`config.mk`:
```
export PLATFORM = sky130hd
export DESIGN_NAME = histogram_mode_outlier_filter_unit
export DESIGN_NICKNAME = d
export VERILOG_FILES = /design/src/design/hmof_pkg.sv /design/src/design/hmof_front.sv /design/src/design/hmof_queue.sv /design/src/design/hmof_div.sv /design/src/design/hmof_back.sv /design/src/design/histogram_mode_outlier_filter_unit.sv
export SDC_FILE = /design/constraint.sdc
export NUM_CORES = 2
export LEC_CHECK = 0
export BUFFER_PORTS_ARGS = -buffer_cell sky130_fd_sc_hd__buf_2
export CAP_MARGIN = 10
export CORE_ASPECT_RATIO = 0.9
export CORE_MARGIN = 1
export CORE_UTILIZATION = 34
export DETAILED_ROUTE_END_ITERATION = 8
export PLACE_DENSITY = 0.44
export SLEW_MARGIN = 10
export SYNTH_ARGS = -nofsm -noshare
export SYNTH_HDL_FRONTEND = slang
export SYNTH_SLANG_ARGS = --single-unit
```
`constraint.sdc`:
```
create_clock -name i_clk -period 10.2 [get_ports i_clk]
set_input_delay 0 -clock i_clk [delete_from_list [all_inputs] [get_ports i_clk]]
set_output_delay 0 -clock i_clk [all_outputs]
set_load 0.02 [all_outputs]
```
`src/design/hmof_pkg.sv`:
```
// Package for the histogram mode outlier filter.
// Holds the queue entry type, the configuration register indexes and fixed sizes.
// No dependencies.
package hmof_pkg;

    localparam int VAL_W    = 32;
    localparam int QDEPTH   = 4;
    localparam int QPTR_W   = 2;
    localparam int QCNT_W   = 3;
    localparam int CFG_IDX_W = 2;

    localparam logic [CFG_IDX_W-1:0] CFG_BIN_COUNT   = 2'd0;
    localparam logic [CFG_IDX_W-1:0] CFG_RANGE_FLOOR = 2'd1;

    localparam logic [6:0]  BIN_COUNT_RST   = 7'd8;
    localparam logic [15:0] RANGE_FLOOR_RST = 16'd66;

    localparam logic signed [VAL_W-1:0] VAL_MOST_POS = 32'sh7FFF_FFFF;
    localparam logic signed [VAL_W-1:0] VAL_MOST_NEG = 32'sh8000_0000;

    // One classified word from the front end.
    typedef struct packed {
        logic signed [VAL_W-1:0] value;
        logic                    valid;
        logic                    last;
        logic                    store;
        logic                    drop;
    } t_qent;

endpackage

```
`src/design/hmof_front.sv`:
```
// Front end: accepts input words, counts them against capacity, classifies.
// Uses hmof_pkg.
module hmof_front #(
    parameter int MAX_ITEMS = 64
) (
    input  logic                        i_clk,
    input  logic                        i_rst_n,
    input  logic                        i_valid,
    output logic                        o_ready,
    input  logic signed [31:0]          i_value,
    input  logic                        i_valid_req,
    input  logic                        i_last,
    input  logic                        i_q_full,
    output logic                        o_push,
    output hmof_pkg::t_qent             o_entry
);
    localparam int CNW = $clog2(MAX_ITEMS + 1);

    logic [CNW-1:0] r_fcnt, n_fcnt;
    logic           r_drop, n_drop;
    logic           w_acc, w_store;

    assign o_ready = !i_q_full;
    assign w_acc   = i_valid && !i_q_full;
    assign w_store = r_fcnt < CNW'(MAX_ITEMS);

    // Dropped words that do not close a set never reach the queue.
    assign o_push        = w_acc && (w_store || i_last);
    assign o_entry.value = i_value;
    assign o_entry.valid = i_valid_req;
    assign o_entry.last  = i_last;
    assign o_entry.store = w_store;
    assign o_entry.drop  = r_drop || !w_store;

    always_comb begin
        n_fcnt = r_fcnt;
        n_drop = r_drop;
        if (w_acc) begin
            if (i_last) begin
                n_fcnt = '0;
                n_drop = 1'b0;
            end else if (w_store) begin
                n_fcnt = r_fcnt + 1'b1;
            end else begin
                n_drop = 1'b1;
            end
        end
    end

    always_ff @(posedge i_clk) begin
        if (!i_rst_n) begin
            r_fcnt <= '0;
            r_drop <= 1'b0;
        end else begin
            r_fcnt <= n_fcnt;
            r_drop <= n_drop;
        end
    end

endmodule

```
`src/design/hmof_queue.sv`:
```
// Short queue between front and back end.
// Uses hmof_pkg.
module hmof_queue (
    input  logic            i_clk,
    input  logic            i_rst_n,
    input  logic            i_push,
    input  hmof_pkg::t_qent i_entry,
    output logic            o_full,
    input  logic            i_pop,
    output hmof_pkg::t_qent o_head,
    output logic            o_empty
);
    hmof_pkg::t_qent                  r_mem [hmof_pkg::QDEPTH];
    logic [hmof_pkg::QPTR_W-1:0]      r_wp, r_rp;
    logic [hmof_pkg::QCNT_W-1:0]      r_cnt;
    logic                             w_push, w_pop;

    assign o_full  = r_cnt == hmof_pkg::QCNT_W'(hmof_pkg::QDEPTH);
    assign o_empty = r_cnt == '0;
    assign o_head  = r_mem[r_rp];
    assign w_push  = i_push && !o_full;
    assign w_pop   = i_pop && !o_empty;

    always_ff @(posedge i_clk) begin
        if (w_push) begin
            r_mem[r_wp] <= i_entry;
        end
    end

    always_ff @(posedge i_clk) begin
        if (!i_rst_n) begin
            r_wp  <= '0;
            r_rp  <= '0;
            r_cnt <= '0;
        end else begin
            if (w_push) r_wp <= r_wp + 1'b1;
            if (w_pop)  r_rp <= r_rp + 1'b1;
            r_cnt <= r_cnt + hmof_pkg::QCNT_W'(w_push) - hmof_pkg::QCNT_W'(w_pop);
        end
    end

endmodule

```
`src/design/hmof_div.sv`:
```
// Bin index unit: (d * bins) / span by restoring division, one quotient bit a cycle.
// No package dependency.
module hmof_div #(
    parameter int QW = 7
) (
    input  logic          i_clk,
    input  logic          i_rst_n,
    input  logic          i_start,
    input  logic [31:0]   i_diff,
    input  logic [QW-1:0] i_bins,
    input  logic [31:0]   i_span,
    output logic          o_done,
    output logic [QW-1:0] o_quot
);
    localparam int RW = 32 + QW;
    localparam int KW = $clog2(QW + 1);

    logic [RW-1:0] r_rem, r_dv;
    logic [QW-1:0] r_q;
    logic [KW-1:0] r_k;
    logic          r_busy, r_done;
    logic          w_ge;

    assign w_ge   = r_rem >= r_dv;
    assign o_done = r_done;
    assign o_quot = r_q;

    always_ff @(posedge i_clk) begin
        if (i_start) begin
            r_rem <= RW'(i_diff) * RW'(i_bins);
            r_dv  <= RW'(i_span) << (QW - 1);
            r_q   <= '0;
        end else if (r_busy) begin
            if (w_ge) r_rem <= r_rem - r_dv;
            r_q  <= {r_q[QW-2:0], w_ge};
            r_dv <= r_dv >> 1;
        end
    end

    always_ff @(posedge i_clk) begin
        if (!i_rst_n) begin
            r_busy <= 1'b0;
            r_done <= 1'b0;
            r_k    <= '0;
        end else begin
            r_done <= 1'b0;
            if (i_start) begin
                r_busy <= 1'b1;
                r_k    <= KW'(QW);
            end else if (r_busy) begin
                r_k <= r_k - 1'b1;
                if (r_k == KW'(1)) begin
                    r_busy <= 1'b0;
                    r_done <= 1'b1;
                end
            end
        end
    end

endmodule

```
`src/design/hmof_back.sv`:
```
// Back end: stores the set, finds range, bins and counts, emits kept words.
// Uses hmof_pkg and hmof_div.
module hmof_back #(
    parameter int MAX_ITEMS = 64,
    parameter int MAX_BINS  = 64
) (
    input  logic               i_clk,
    input  logic               i_rst_n,
    input  logic               i_q_empty,
    input  hmof_pkg::t_qent    i_head,
    output logic               o_pop,
    input  logic [6:0]         i_bin_count,
    input  logic [15:0]        i_range_floor,
    output logic               o_valid,
    input  logic               i_ready,
    output logic signed [31:0] o_kept_value,
    output logic               o_kept_valid,
    output logic               o_end_of_set,
    output logic               o_nothing_kept,
    output logic               o_overflowed
);
    localparam int IW  = $clog2(MAX_ITEMS);
    localparam int CNW = $clog2(MAX_ITEMS + 1);
    localparam int BW  = $clog2(MAX_BINS);
    localparam int NBW = $clog2(MAX_BINS + 1);

    localparam logic [3:0] ST_LOAD     = 4'd0;
    localparam logic [3:0] ST_DECIDE   = 4'd1;
    localparam logic [3:0] ST_NONE     = 4'd2;
    localparam logic [3:0] ST_ECHO_RD  = 4'd3;
    localparam logic [3:0] ST_ECHO_PUT = 4'd4;
    localparam logic [3:0] ST_BIN_RD   = 4'd5;
    localparam logic [3:0] ST_BIN_CHK  = 4'd6;
    localparam logic [3:0] ST_BIN_DIV  = 4'd7;
    localparam logic [3:0] ST_BIN_RDC  = 4'd8;
    localparam logic [3:0] ST_BIN_UPD  = 4'd9;
    localparam logic [3:0] ST_EM_RD    = 4'd10;
    localparam logic [3:0] ST_EM_CNT   = 4'd11;
    localparam logic [3:0] ST_EM_PUT   = 4'd12;
    localparam logic [3:0] ST_EM_FLUSH = 4'd13;

    // Stores: value with its flag, bin of each item, count of each bin.
    logic [32:0]    r_vmem [MAX_ITEMS];
    logic [BW-1:0]  r_bmem [MAX_ITEMS];
    logic [CNW-1:0] r_cmem [MAX_BINS];

    logic [3:0]               r_state;
    logic [CNW-1:0]           r_cnt, r_idx, r_peak;
    logic signed [31:0]       r_min, r_max;
    logic                     r_any, r_drop;
    logic [31:0]              r_span;
    logic [MAX_BINS-1:0]      r_cv;
    logic [BW-1:0]            r_bin, r_binq;
    logic [32:0]              r_mem_q;
    logic [CNW-1:0]           r_cnt_q;
    logic                     r_pend;
    logic signed [31:0]       r_pend_val;
    logic                     r_ov, r_okv, r_olast, r_onone;
    logic signed [31:0]       r_oval;
    logic                     r_oovf_hold;

    logic                     w_can_put, w_last_idx, w_echo, w_qual;
    logic [32:0]              w_spread;
    logic [31:0]              w_diff;
    logic [8:0]               w_bc9, w_bins9;
    logic [NBW-1:0]           w_bins, w_quot, w_binc;
    logic                     w_div_start, w_div_done;
    logic [CNW-1:0]           w_newc;
    logic [BW-1:0]            w_caddr;
    logic                     w_emit_ph;

    assign w_can_put  = !r_ov || i_ready;
    assign w_last_idx = r_idx == r_cnt - 1'b1;
    assign w_spread   = {r_max[31], r_max} - {r_min[31], r_min};
    assign w_echo     = (w_spread[31:0] == '0) || (w_spread[31:0] < {16'd0, i_range_floor});
    assign w_diff     = 32'({r_mem_q[31], r_mem_q[31:0]} - {r_min[31], r_min});
    assign w_qual     = r_mem_q[32] && (r_cnt_q >= r_peak);
    assign w_newc     = (r_cv[r_bin] ? r_cnt_q : '0) + 1'b1;
    assign w_emit_ph  = (r_state == ST_EM_RD) || (r_state == ST_EM_CNT) ||
                        (r_state == ST_EM_PUT);
    assign w_caddr    = w_emit_ph ? r_binq : r_bin;
    assign o_pop      = (r_state == ST_LOAD) && !i_q_empty;

    // Zero acts as one bin, anything above the bin store acts as its size.
    assign w_bc9   = {2'b00, i_bin_count};
    assign w_bins9 = (w_bc9 == 9'd0) ? 9'd1 :
                     (w_bc9 > 9'(MAX_BINS)) ? 9'(MAX_BINS) : w_bc9;
    assign w_bins  = NBW'(w_bins9);
    assign w_binc  = (w_quot >= w_bins) ? w_bins - 1'b1 : w_quot;

    assign w_div_start = (r_state == ST_BIN_CHK) && r_mem_q[32];

    hmof_div #(.QW(NBW)) u_div (
        .i_clk   (i_clk),
        .i_rst_n (i_rst_n),
        .i_start (w_div_start),
        .i_diff  (w_diff),
        .i_bins  (w_bins),
        .i_span  (r_span),
        .o_done  (w_div_done),
        .o_quot  (w_quot)
    );

    // Memory ports: registered reads every cycle, writes in their own phase.
    always_ff @(posedge i_clk) begin
        r_mem_q <= r_vmem[r_idx[IW-1:0]];
        r_binq  <= r_bmem[r_idx[IW-1:0]];
        r_cnt_q <= r_cmem[w_caddr];
        if (o_pop && i_head.store) begin
            r_vmem[r_cnt[IW-1:0]] <= {i_head.valid, i_head.value};
        end
        if ((r_state == ST_BIN_DIV) && w_div_done) begin
            r_bmem[r_idx[IW-1:0]] <= BW'(w_binc);
        end
        if (r_state == ST_BIN_UPD) begin
            r_cmem[r_bin] <= w_newc;
        end
    end

    always_ff @(posedge i_clk) begin
        if ((r_state == ST_BIN_DIV) && w_div_done) r_bin <= BW'(w_binc);
        if (r_state == ST_DECIDE) r_span <= w_spread[31:0];
    end

    always_ff @(posedge i_clk) begin
        if (!i_rst_n) begin
            r_state <= ST_LOAD;
            r_cnt   <= '0;
            r_idx   <= '0;
            r_peak  <= '0;
            r_min   <= hmof_pkg::VAL_MOST_POS;
            r_max   <= hmof_pkg::VAL_MOST_NEG;
            r_any   <= 1'b0;
            r_drop  <= 1'b0;
            r_cv    <= '0;
            r_pend  <= 1'b0;
            r_ov    <= 1'b0;
        end else begin
            if (i_ready) r_ov <= 1'b0;
            case (r_state)
                ST_LOAD: begin
                    if (o_pop) begin
                        if (i_head.store) begin
                            r_cnt <= r_cnt + 1'b1;
                            if (i_head.valid) begin
                                r_any <= 1'b1;
                                if (i_head.value < r_min) r_min <= i_head.value;
                                if (i_head.value > r_max) r_max <= i_head.value;
                            end
                        end
                        if (i_head.last) begin
                            r_drop  <= i_head.drop;
                            r_state <= ST_DECIDE;
                        end
                    end
                end
                ST_DECIDE: begin
                    r_idx <= '0;
                    if (!r_any) r_state <= ST_NONE;
                    else if (w_echo) r_state <= ST_ECHO_RD;
                    else r_state <= ST_BIN_RD;
                end
                ST_NONE: begin
                    if (w_can_put) begin
                        r_ov    <= 1'b1;
                        r_oval  <= '0;
                        r_okv   <= 1'b0;
                        r_olast <= 1'b1;
                        r_onone <= 1'b1;
                        r_state <= ST_LOAD;
                    end
                end
                ST_ECHO_RD: r_state <= ST_ECHO_PUT;
                ST_ECHO_PUT: begin
                    if (w_can_put) begin
                        r_ov    <= 1'b1;
                        r_oval  <= r_mem_q[31:0];
                        r_okv   <= r_mem_q[32];
                        r_olast <= w_last_idx;
                        r_onone <= 1'b0;
                        r_idx   <= r_idx + 1'b1;
                        r_state <= w_last_idx ? ST_LOAD : ST_ECHO_RD;
                    end
                end
                ST_BIN_RD: r_state <= ST_BIN_CHK;
                ST_BIN_CHK: begin
                    if (r_mem_q[32]) begin
                        r_state <= ST_BIN_DIV;
                    end else if (w_last_idx) begin
                        r_idx   <= '0;
                        r_state <= ST_EM_RD;
                    end else begin
                        r_idx   <= r_idx + 1'b1;
                        r_state <= ST_BIN_RD;
                    end
                end
                ST_BIN_DIV: begin
                    if (w_div_done) r_state <= ST_BIN_RDC;
                end
                ST_BIN_RDC: r_state <= ST_BIN_UPD;
                ST_BIN_UPD: begin
                    r_cv[r_bin] <= 1'b1;
                    if (w_newc > r_peak) r_peak <= w_newc;
                    if (w_last_idx) begin
                        r_idx   <= '0;
                        r_state <= ST_EM_RD;
                    end else begin
                        r_idx   <= r_idx + 1'b1;
                        r_state <= ST_BIN_RD;
                    end
                end
                ST_EM_RD:  r_state <= ST_EM_CNT;
                ST_EM_CNT: r_state <= ST_EM_PUT;
                ST_EM_PUT: begin
                    // Hold each kept word back one step so the final one can carry tlast.
                    if (!w_qual || !r_pend || w_can_put) begin
                        if (w_qual) begin
                            if (r_pend) begin
                                r_ov    <= 1'b1;
                                r_oval  <= r_pend_val;
                                r_okv   <= 1'b1;
                                r_olast <= 1'b0;
                                r_onone <= 1'b0;
                            end
                            r_pend     <= 1'b1;
                            r_pend_val <= r_mem_q[31:0];
                        end
                        if (w_last_idx) begin
                            r_state <= ST_EM_FLUSH;
                        end else begin
                            r_idx   <= r_idx + 1'b1;
                            r_state <= ST_EM_RD;
                        end
                    end
                end
                ST_EM_FLUSH: begin
                    if (w_can_put) begin
                        r_ov    <= 1'b1;
                        r_oval  <= r_pend_val;
                        r_okv   <= 1'b1;
                        r_olast <= 1'b1;
                        r_onone <= 1'b0;
                        r_pend  <= 1'b0;
                        r_state <= ST_LOAD;
                    end
                end
                default: r_state <= ST_LOAD;
            endcase
            // Clear the set once its final word is placed.
            if (((r_state == ST_NONE) || (r_state == ST_EM_FLUSH) ||
                 ((r_state == ST_ECHO_PUT) && w_last_idx)) && w_can_put) begin
                r_cnt  <= '0;
                r_idx  <= '0;
                r_peak <= '0;
                r_min  <= hmof_pkg::VAL_MOST_POS;
                r_max  <= hmof_pkg::VAL_MOST_NEG;
                r_any  <= 1'b0;
                r_cv   <= '0;
            end
        end
    end

    // Overflow flag stays with the set being emitted.
    always_ff @(posedge i_clk) begin
        if (w_can_put) r_oovf_hold <= r_drop;
    end

    assign o_valid        = r_ov;
    assign o_kept_value   = r_oval;
    assign o_kept_valid   = r_okv;
    assign o_end_of_set   = r_olast;
    assign o_nothing_kept = r_onone;
    assign o_overflowed   = r_oovf_hold;

`ifndef SYNTHESIS
    a_cnt_cap: assert property (@(posedge i_clk) disable iff (!i_rst_n)
        r_cnt <= CNW'(MAX_ITEMS))
        else $error("stored item count above capacity");
    a_peak_le_cnt: assert property (@(posedge i_clk) disable iff (!i_rst_n)
        r_peak <= r_cnt)
        else $error("peak bin count above item count");
    a_div_phase: assert property (@(posedge i_clk) disable iff (!i_rst_n)
        w_div_done |-> (r_state == ST_BIN_DIV))
        else $error("divider finished outside the binning step");
    a_pop_load: assert property (@(posedge i_clk) disable iff (!i_rst_n)
        o_pop |-> (r_state == ST_LOAD))
        else $error("queue popped outside load phase");
`endif

endmodule

```
`src/design/histogram_mode_outlier_filter_unit.sv`:
```
// Histogram mode outlier filter, top level.
// Instantiates hmof_front, hmof_queue and hmof_back; uses hmof_pkg.
//
// Input stream: one word per sample, tdata = value (Q16.16), tuser[0] = valid_req,
// tlast closes the set. Output stream: tdata = kept_value, tuser = kept_valid,
// nothing_kept, overflowed (lowest bit first), tlast = end_of_set.
// Configuration channel: index 0 = bin_count, index 1 = range_floor, taken any
// cycle; write only while no set is in flight.
// Load takes one word per cycle, while the four-entry queue has room; words
// past MAX_ITEMS are dropped and flag the set. After tlast the back end walks
// the stored set: range check, then per valid item a read, a check, a bin
// division in the restoring divider, a count read and a count update (only
// the read and check for an invalid item), then an emit pass with a read, a
// count read and a put per item; the divider dominates. Echoed sets take a
// read and a put per item.
// Reset empties the queue and the set and loads default registers. A stalled
// output holds its word; the back end waits and the queue fills, after which
// tready drops.
module histogram_mode_outlier_filter_unit #(
    parameter int MAX_ITEMS = 64,
    parameter int MAX_BINS  = 64
) (
    input  logic        i_clk,
    input  logic        i_rst_n,
    input  logic        i_s_tvalid,
    output logic        o_s_tready,
    input  logic [31:0] i_s_tdata,   // [31:0] value
    input  logic [0:0]  i_s_tuser,   // [0] valid_req
    input  logic        i_s_tlast,
    output logic        o_m_tvalid,
    input  logic        i_m_tready,
    output logic [31:0] o_m_tdata,   // [31:0] kept_value
    output logic [2:0]  o_m_tuser,   // [0] kept_valid, [1] nothing_kept, [2] overflowed
    output logic        o_m_tlast,
    input  logic        i_cfg_valid,
    output logic        o_cfg_ready,
    input  logic [hmof_pkg::CFG_IDX_W-1:0] i_cfg_index,
    input  logic [15:0] i_cfg_data
);
    logic [6:0]      r_bin_count;
    logic [15:0]     r_range_floor;
    logic            w_push, w_full, w_pop, w_empty;
    hmof_pkg::t_qent w_entry, w_head;

    assign o_cfg_ready = 1'b1;

    always_ff @(posedge i_clk) begin
        if (!i_rst_n) begin
            r_bin_count   <= hmof_pkg::BIN_COUNT_RST;
            r_range_floor <= hmof_pkg::RANGE_FLOOR_RST;
        end else if (i_cfg_valid) begin
            case (i_cfg_index)
                hmof_pkg::CFG_BIN_COUNT:   r_bin_count   <= i_cfg_data[6:0];
                hmof_pkg::CFG_RANGE_FLOOR: r_range_floor <= i_cfg_data;
                default: ;
            endcase
        end
    end

    hmof_front #(.MAX_ITEMS(MAX_ITEMS)) u_front (
        .i_clk       (i_clk),
        .i_rst_n     (i_rst_n),
        .i_valid     (i_s_tvalid),
        .o_ready     (o_s_tready),
        .i_value     (i_s_tdata),
        .i_valid_req (i_s_tuser[0]),
        .i_last      (i_s_tlast),
        .i_q_full    (w_full),
        .o_push      (w_push),
        .o_entry     (w_entry)
    );

    hmof_queue u_queue (
        .i_clk   (i_clk),
        .i_rst_n (i_rst_n),
        .i_push  (w_push),
        .i_entry (w_entry),
        .o_full  (w_full),
        .i_pop   (w_pop),
        .o_head  (w_head),
        .o_empty (w_empty)
    );

    hmof_back #(.MAX_ITEMS(MAX_ITEMS), .MAX_BINS(MAX_BINS)) u_back (
        .i_clk          (i_clk),
        .i_rst_n        (i_rst_n),
        .i_q_empty      (w_empty),
        .i_head         (w_head),
        .o_pop          (w_pop),
        .i_bin_count    (r_bin_count),
        .i_range_floor  (r_range_floor),
        .o_valid        (o_m_tvalid),
        .i_ready        (i_m_tready),
        .o_kept_value   (o_m_tdata),
        .o_kept_valid   (o_m_tuser[0]),
        .o_end_of_set   (o_m_tlast),
        .o_nothing_kept (o_m_tuser[1]),
        .o_overflowed   (o_m_tuser[2])
    );

endmodule
```
==> results.py <==
metrics = {
    "sta": {
        "finalHoldViolCount": 0,
        "slew_viol_final": 0,
        "finalSetupViolations": 0,
        "skew_ns": 0.0693,
        "tns_ns": 0,
        "max_freq_mhz": 120,
        "grt_setup_unrepaired": "false",
        "period_minus_slack_ns": 8.33,
        "maxSlewHeadroom": 0.0696,
        "worst_slack_ns": 1.87,
        "timing_worst_slew_pin_value_ns": 1.39,
        "fin_crit_sh": 0.817,
    },
    "clock_network": {
        "root_buffer": "clkbuf_16",
        "cts_buffer_depth": 4,
        "ctsResizeCount": 0,
        "tritoncts": "done",
        "cts_made_buffers": 384,
        "cts_sinks": 3526,
        "cts.reportedPaths.clkPinSlew_ns": 0.06,
        "clock_latency_ns": 0.98,
        "post-cts-setup-buffers": 0,
        "ctsHoldBuffers": 140,
        "cts-htree-levels": 5,
    },
    "logic_synthesis": {
        "synth_nets": 9587,
        "yosysSeqAreaShare": 0.722,
        "ys_types": 90,
        "syn-cell-area_um2": 143000,
        "synth-warning-count": 0,
        "synthTopCellsByArea": "edfxtp_1, a22oi_1, dfxtp_1, mux4_2, ha_1",
        "yosysTopAreaCell": "edfxtp_1",
        "yosysTopAreaCellShare": 0.685,
        "netlist_instances": 9107,
        "synth_edf_count": 3265,
        "avgSynthCellArea_um2": 15.7,
        "synthArstFlopShare": 0,
        "synth_seq_cells": 3526,
        "ys.flop_type": "edfxtp_1",
    },
    "setup_path": {
        "worstSetupPathType": "flop to flop",
        "r2r_setup_slack_ns": 1.87,
        "r2r_cells": 30,
        "path_max_fanout": 7,
        "crit_top_cell": "fa_1",
        "r2r_end": "u_back.u_div.r_rem[37]",
        "cp-start-kind": "flop",
        "arrival_ns": 8.99,
        "slowest_delay_ns": 0.69,
        "worstSetupEndpointType": "flop",
        "r2r_start": "u_back.r_min[1]",
        "crit_start": "u_back.r_min[1]",
        "required_ns": 10.86,
        "cpMaxStageDelayCell": "xor2_1",
    },
    "flow_run": {
        "drv_cap": 0,
    },
    "place": {
        "dp_hpwl_mm": 274,
        "gp_congestion": 0.814,
        "detailedPlace.worstSlack_ns": 1.79,
        "portBuffers": 94,
    },
    "floorplanning": {
        "die_h_um": 618,
        "fp-row-count": 225,
        "core_um2": 418000,
        "io_pins": 96,
        "dieArea_um2": 424000,
        "die_x_um": 686,
        "start_util": 0.342,
    },
    "global_routing": {
        "grt_overflow": 0,
        "grt_pass1_wl_mm": 650,
        "grt_max_degree": 94,
        "grt_pass1_vias": 84038,
        "antenna_found_initial": 43,
        "grt.total_usage": 0.212,
    },
    "run_status": {
        "status": "finished clean",
    },
    "final_layout": {
        "final-seq-area_um2": 103000,
        "multi_input_area_um2": 37500,
        "nFillCells": 38356,
        "area_growth_pct": 15.4,
        "layout.nets": 9943,
        "final_layout_size_suffix_gt1_frac": 0.125,
    },
    "drt": {
        "route.detailed.wl_per_inst_um": 30.0,
        "vias_per_cell": 5.51,
        "drtIter0Drc": 7892,
        "wirelength_mm": 462,
        "antenna_left": 0,
        "drcViolationCount": 0,
        "first_pass_iters": 5,
        "via_count": 84675,
    },
    "power": {
        "pwr_density_cell_nw_per_um2": 250,
        "leakage_uw": 0.0545,
        "ir_drop_mv": 0.182,
    },
    "worst_hold_path": {
        "holdPathEnd": "u_queue.r_mem[2][17]",
        "hold_path_class": "primary input to flop",
        "hold-path-cell-count": 2,
        "hold_start": "i_s_tdata[13]",
    },
}
[layout make-up]
class / instances / share of cell area
flip-flops and latches: 3526 / 0.625
multi-input cells: 4736 / 0.227
clock buffers: 500 / 0.0628
well taps: 5561 / 0.0421
repair buffers: 480 / 0.0234
clock inverters: 218 / 0.0117
inverters: 335 / 0.00761
diodes: 16 / 0.000242
[synthesized netlist by cell type (134+ instances only)]
| master | number |
|---|---|
| edfxtp_1 | 3265 |
| a22oi_1 | 795 |
| nor2_1 | 579 |
| clkbuf_1 | 407 |
| nand2_1 | 347 |
| inv_1 | 327 |
| a21oi_1 | 303 |
| ha_1 | 270 |
| a22o_1 | 267 |
| dfxtp_1 | 261 |
| a221oi_1 | 244 |
| a31oi_1 | 227 |
| fa_1 | 153 |
| mux4_2 | 152 |
| nand4_1 | 134 |
[worst max-delay path: cells and delay by family (launching register included)]
kind / cells / cell delay [ns]
XOR/XNOR: 2 / 0.84
adder cells (fa/ha/maj): 6 / 2.66
buffers and inverters: 3 / 0.22
AO/OA/AOI/OAI: 12 / 2.97
flip-flops: 1 / 0.36
AND/OR/NAND/NOR: 6 / 0.92
multiplexers: 1 / 0.09
[cells by family (layout without fill, tap and decap cells)]
| family | after synthesis | after routing | share of synthesized area |
|---|---|---|---|
| buffers and inverters | 845 | 1533 | 0.0226 |
| XOR/XNOR | 162 | 162 | 0.00991 |
| AND/OR/NAND/NOR | 1516 | 1516 | 0.0493 |
| adder cells (fa/ha/maj) | 423 | 423 | 0.0450 |
| AO/OA/AOI/OAI | 2398 | 2398 | 0.122 |
| multiplexers | 236 | 236 | 0.0299 |
| flip-flops | 3526 | 3526 | 0.722 |
| other | 1 | 17 | 0.0000262 |
[where the power goes]
group          internal, uW  leakage (uW)  switching (uW)
Combinational          2760        0.0168            6860
Clock                  7870       0.00605            5830
Sequential            17600        0.0317             359
Total                 28300        0.0545           13000
[per-stage QoR]
stage	hold slack [ns]	cells	area (um^2)	power [uW]	utilization
2_1_floorplan	0.0989	9107	143000	23700	-
3_3_place_gp	0.219	14498	151000	27700	0.362
3_5_place_dp	0.224	14498	151000	27900	0.362
4_1_cts	0.0230	15356	165000	41600	0.395
5_1_grt	0.0395	15361	165000	43000	0.395
6_report	0.0559	15372	165000	41300	0.395
[per-layer routing]
layer / up-vias / track usage / part of all wire
met3: 514 / 0.0259 / 0.050
met5: - / 0 / 0.00014
met2: 2496 / 0.346 / 0.47
met4: 10 / 0.0453 / 0.021
met1: 44657 / 0.305 / 0.46
li1: 36998 / - / -
[state kept, by name (all words and copies together), names as in the netlist, 16 cells and up, named ones only]
| signal | flops |
|---|---|
| u_back.r_mem_q | 33 |
| u_back.u_div.r_rem | 39 |
| u_back.r_span | 32 |
| u_back.r_cmem | 448 |
| u_back.u_div.r_dv | 38 |
| u_back.r_max | 32 |
| u_back.r_cv | 64 |
| u_queue.r_mem | 144 |
| r_range_floor | 16 |
| u_back.o_kept_value | 32 |
| u_back.r_min | 32 |
| u_back.r_vmem | 2112 |
| u_back.r_bmem | 384 |
| u_back.r_pend_val | 32 |
[worst max-delay path by stage]
stage	endpoint	slack, ns	cells after the start
2_1_floorplan	u_back.r_peak[0]	2.99	20
5_1_grt	u_back.u_div.r_rem[35]	1.24	30
4_1_cts	u_back.u_div.r_rem[37]	1.78	30
6_report	u_back.u_div.r_rem[37]	1.87	30
3_3_place_gp	u_back.u_div.r_rem[37]	1.89	30
3_5_place_dp	u_back.u_div.r_rem[37]	1.79	30
[cell usage in the layout, fill, tap and decap left out, types with 120 or more instances in the layout]
master	synthesis	layout
fa_1	153	153
a31oi_1	227	226
mux4_2	152	152
dfxtp_1	261	258
a21oi_1	303	297
buf_4	5	234
a221oi_1	244	244
edfxtp_1	3265	3265
nand3_1	125	124
clkbuf_16	0	389
dlygate4sd3_1	0	140
nand2_1	347	343
ha_1	270	269
inv_1	327	327
o21ai_0	121	120
nand4_1	134	134
nor2_1	579	505
a22oi_1	795	795
a22o_1	267	267
(Power assumes the default switching activity.)
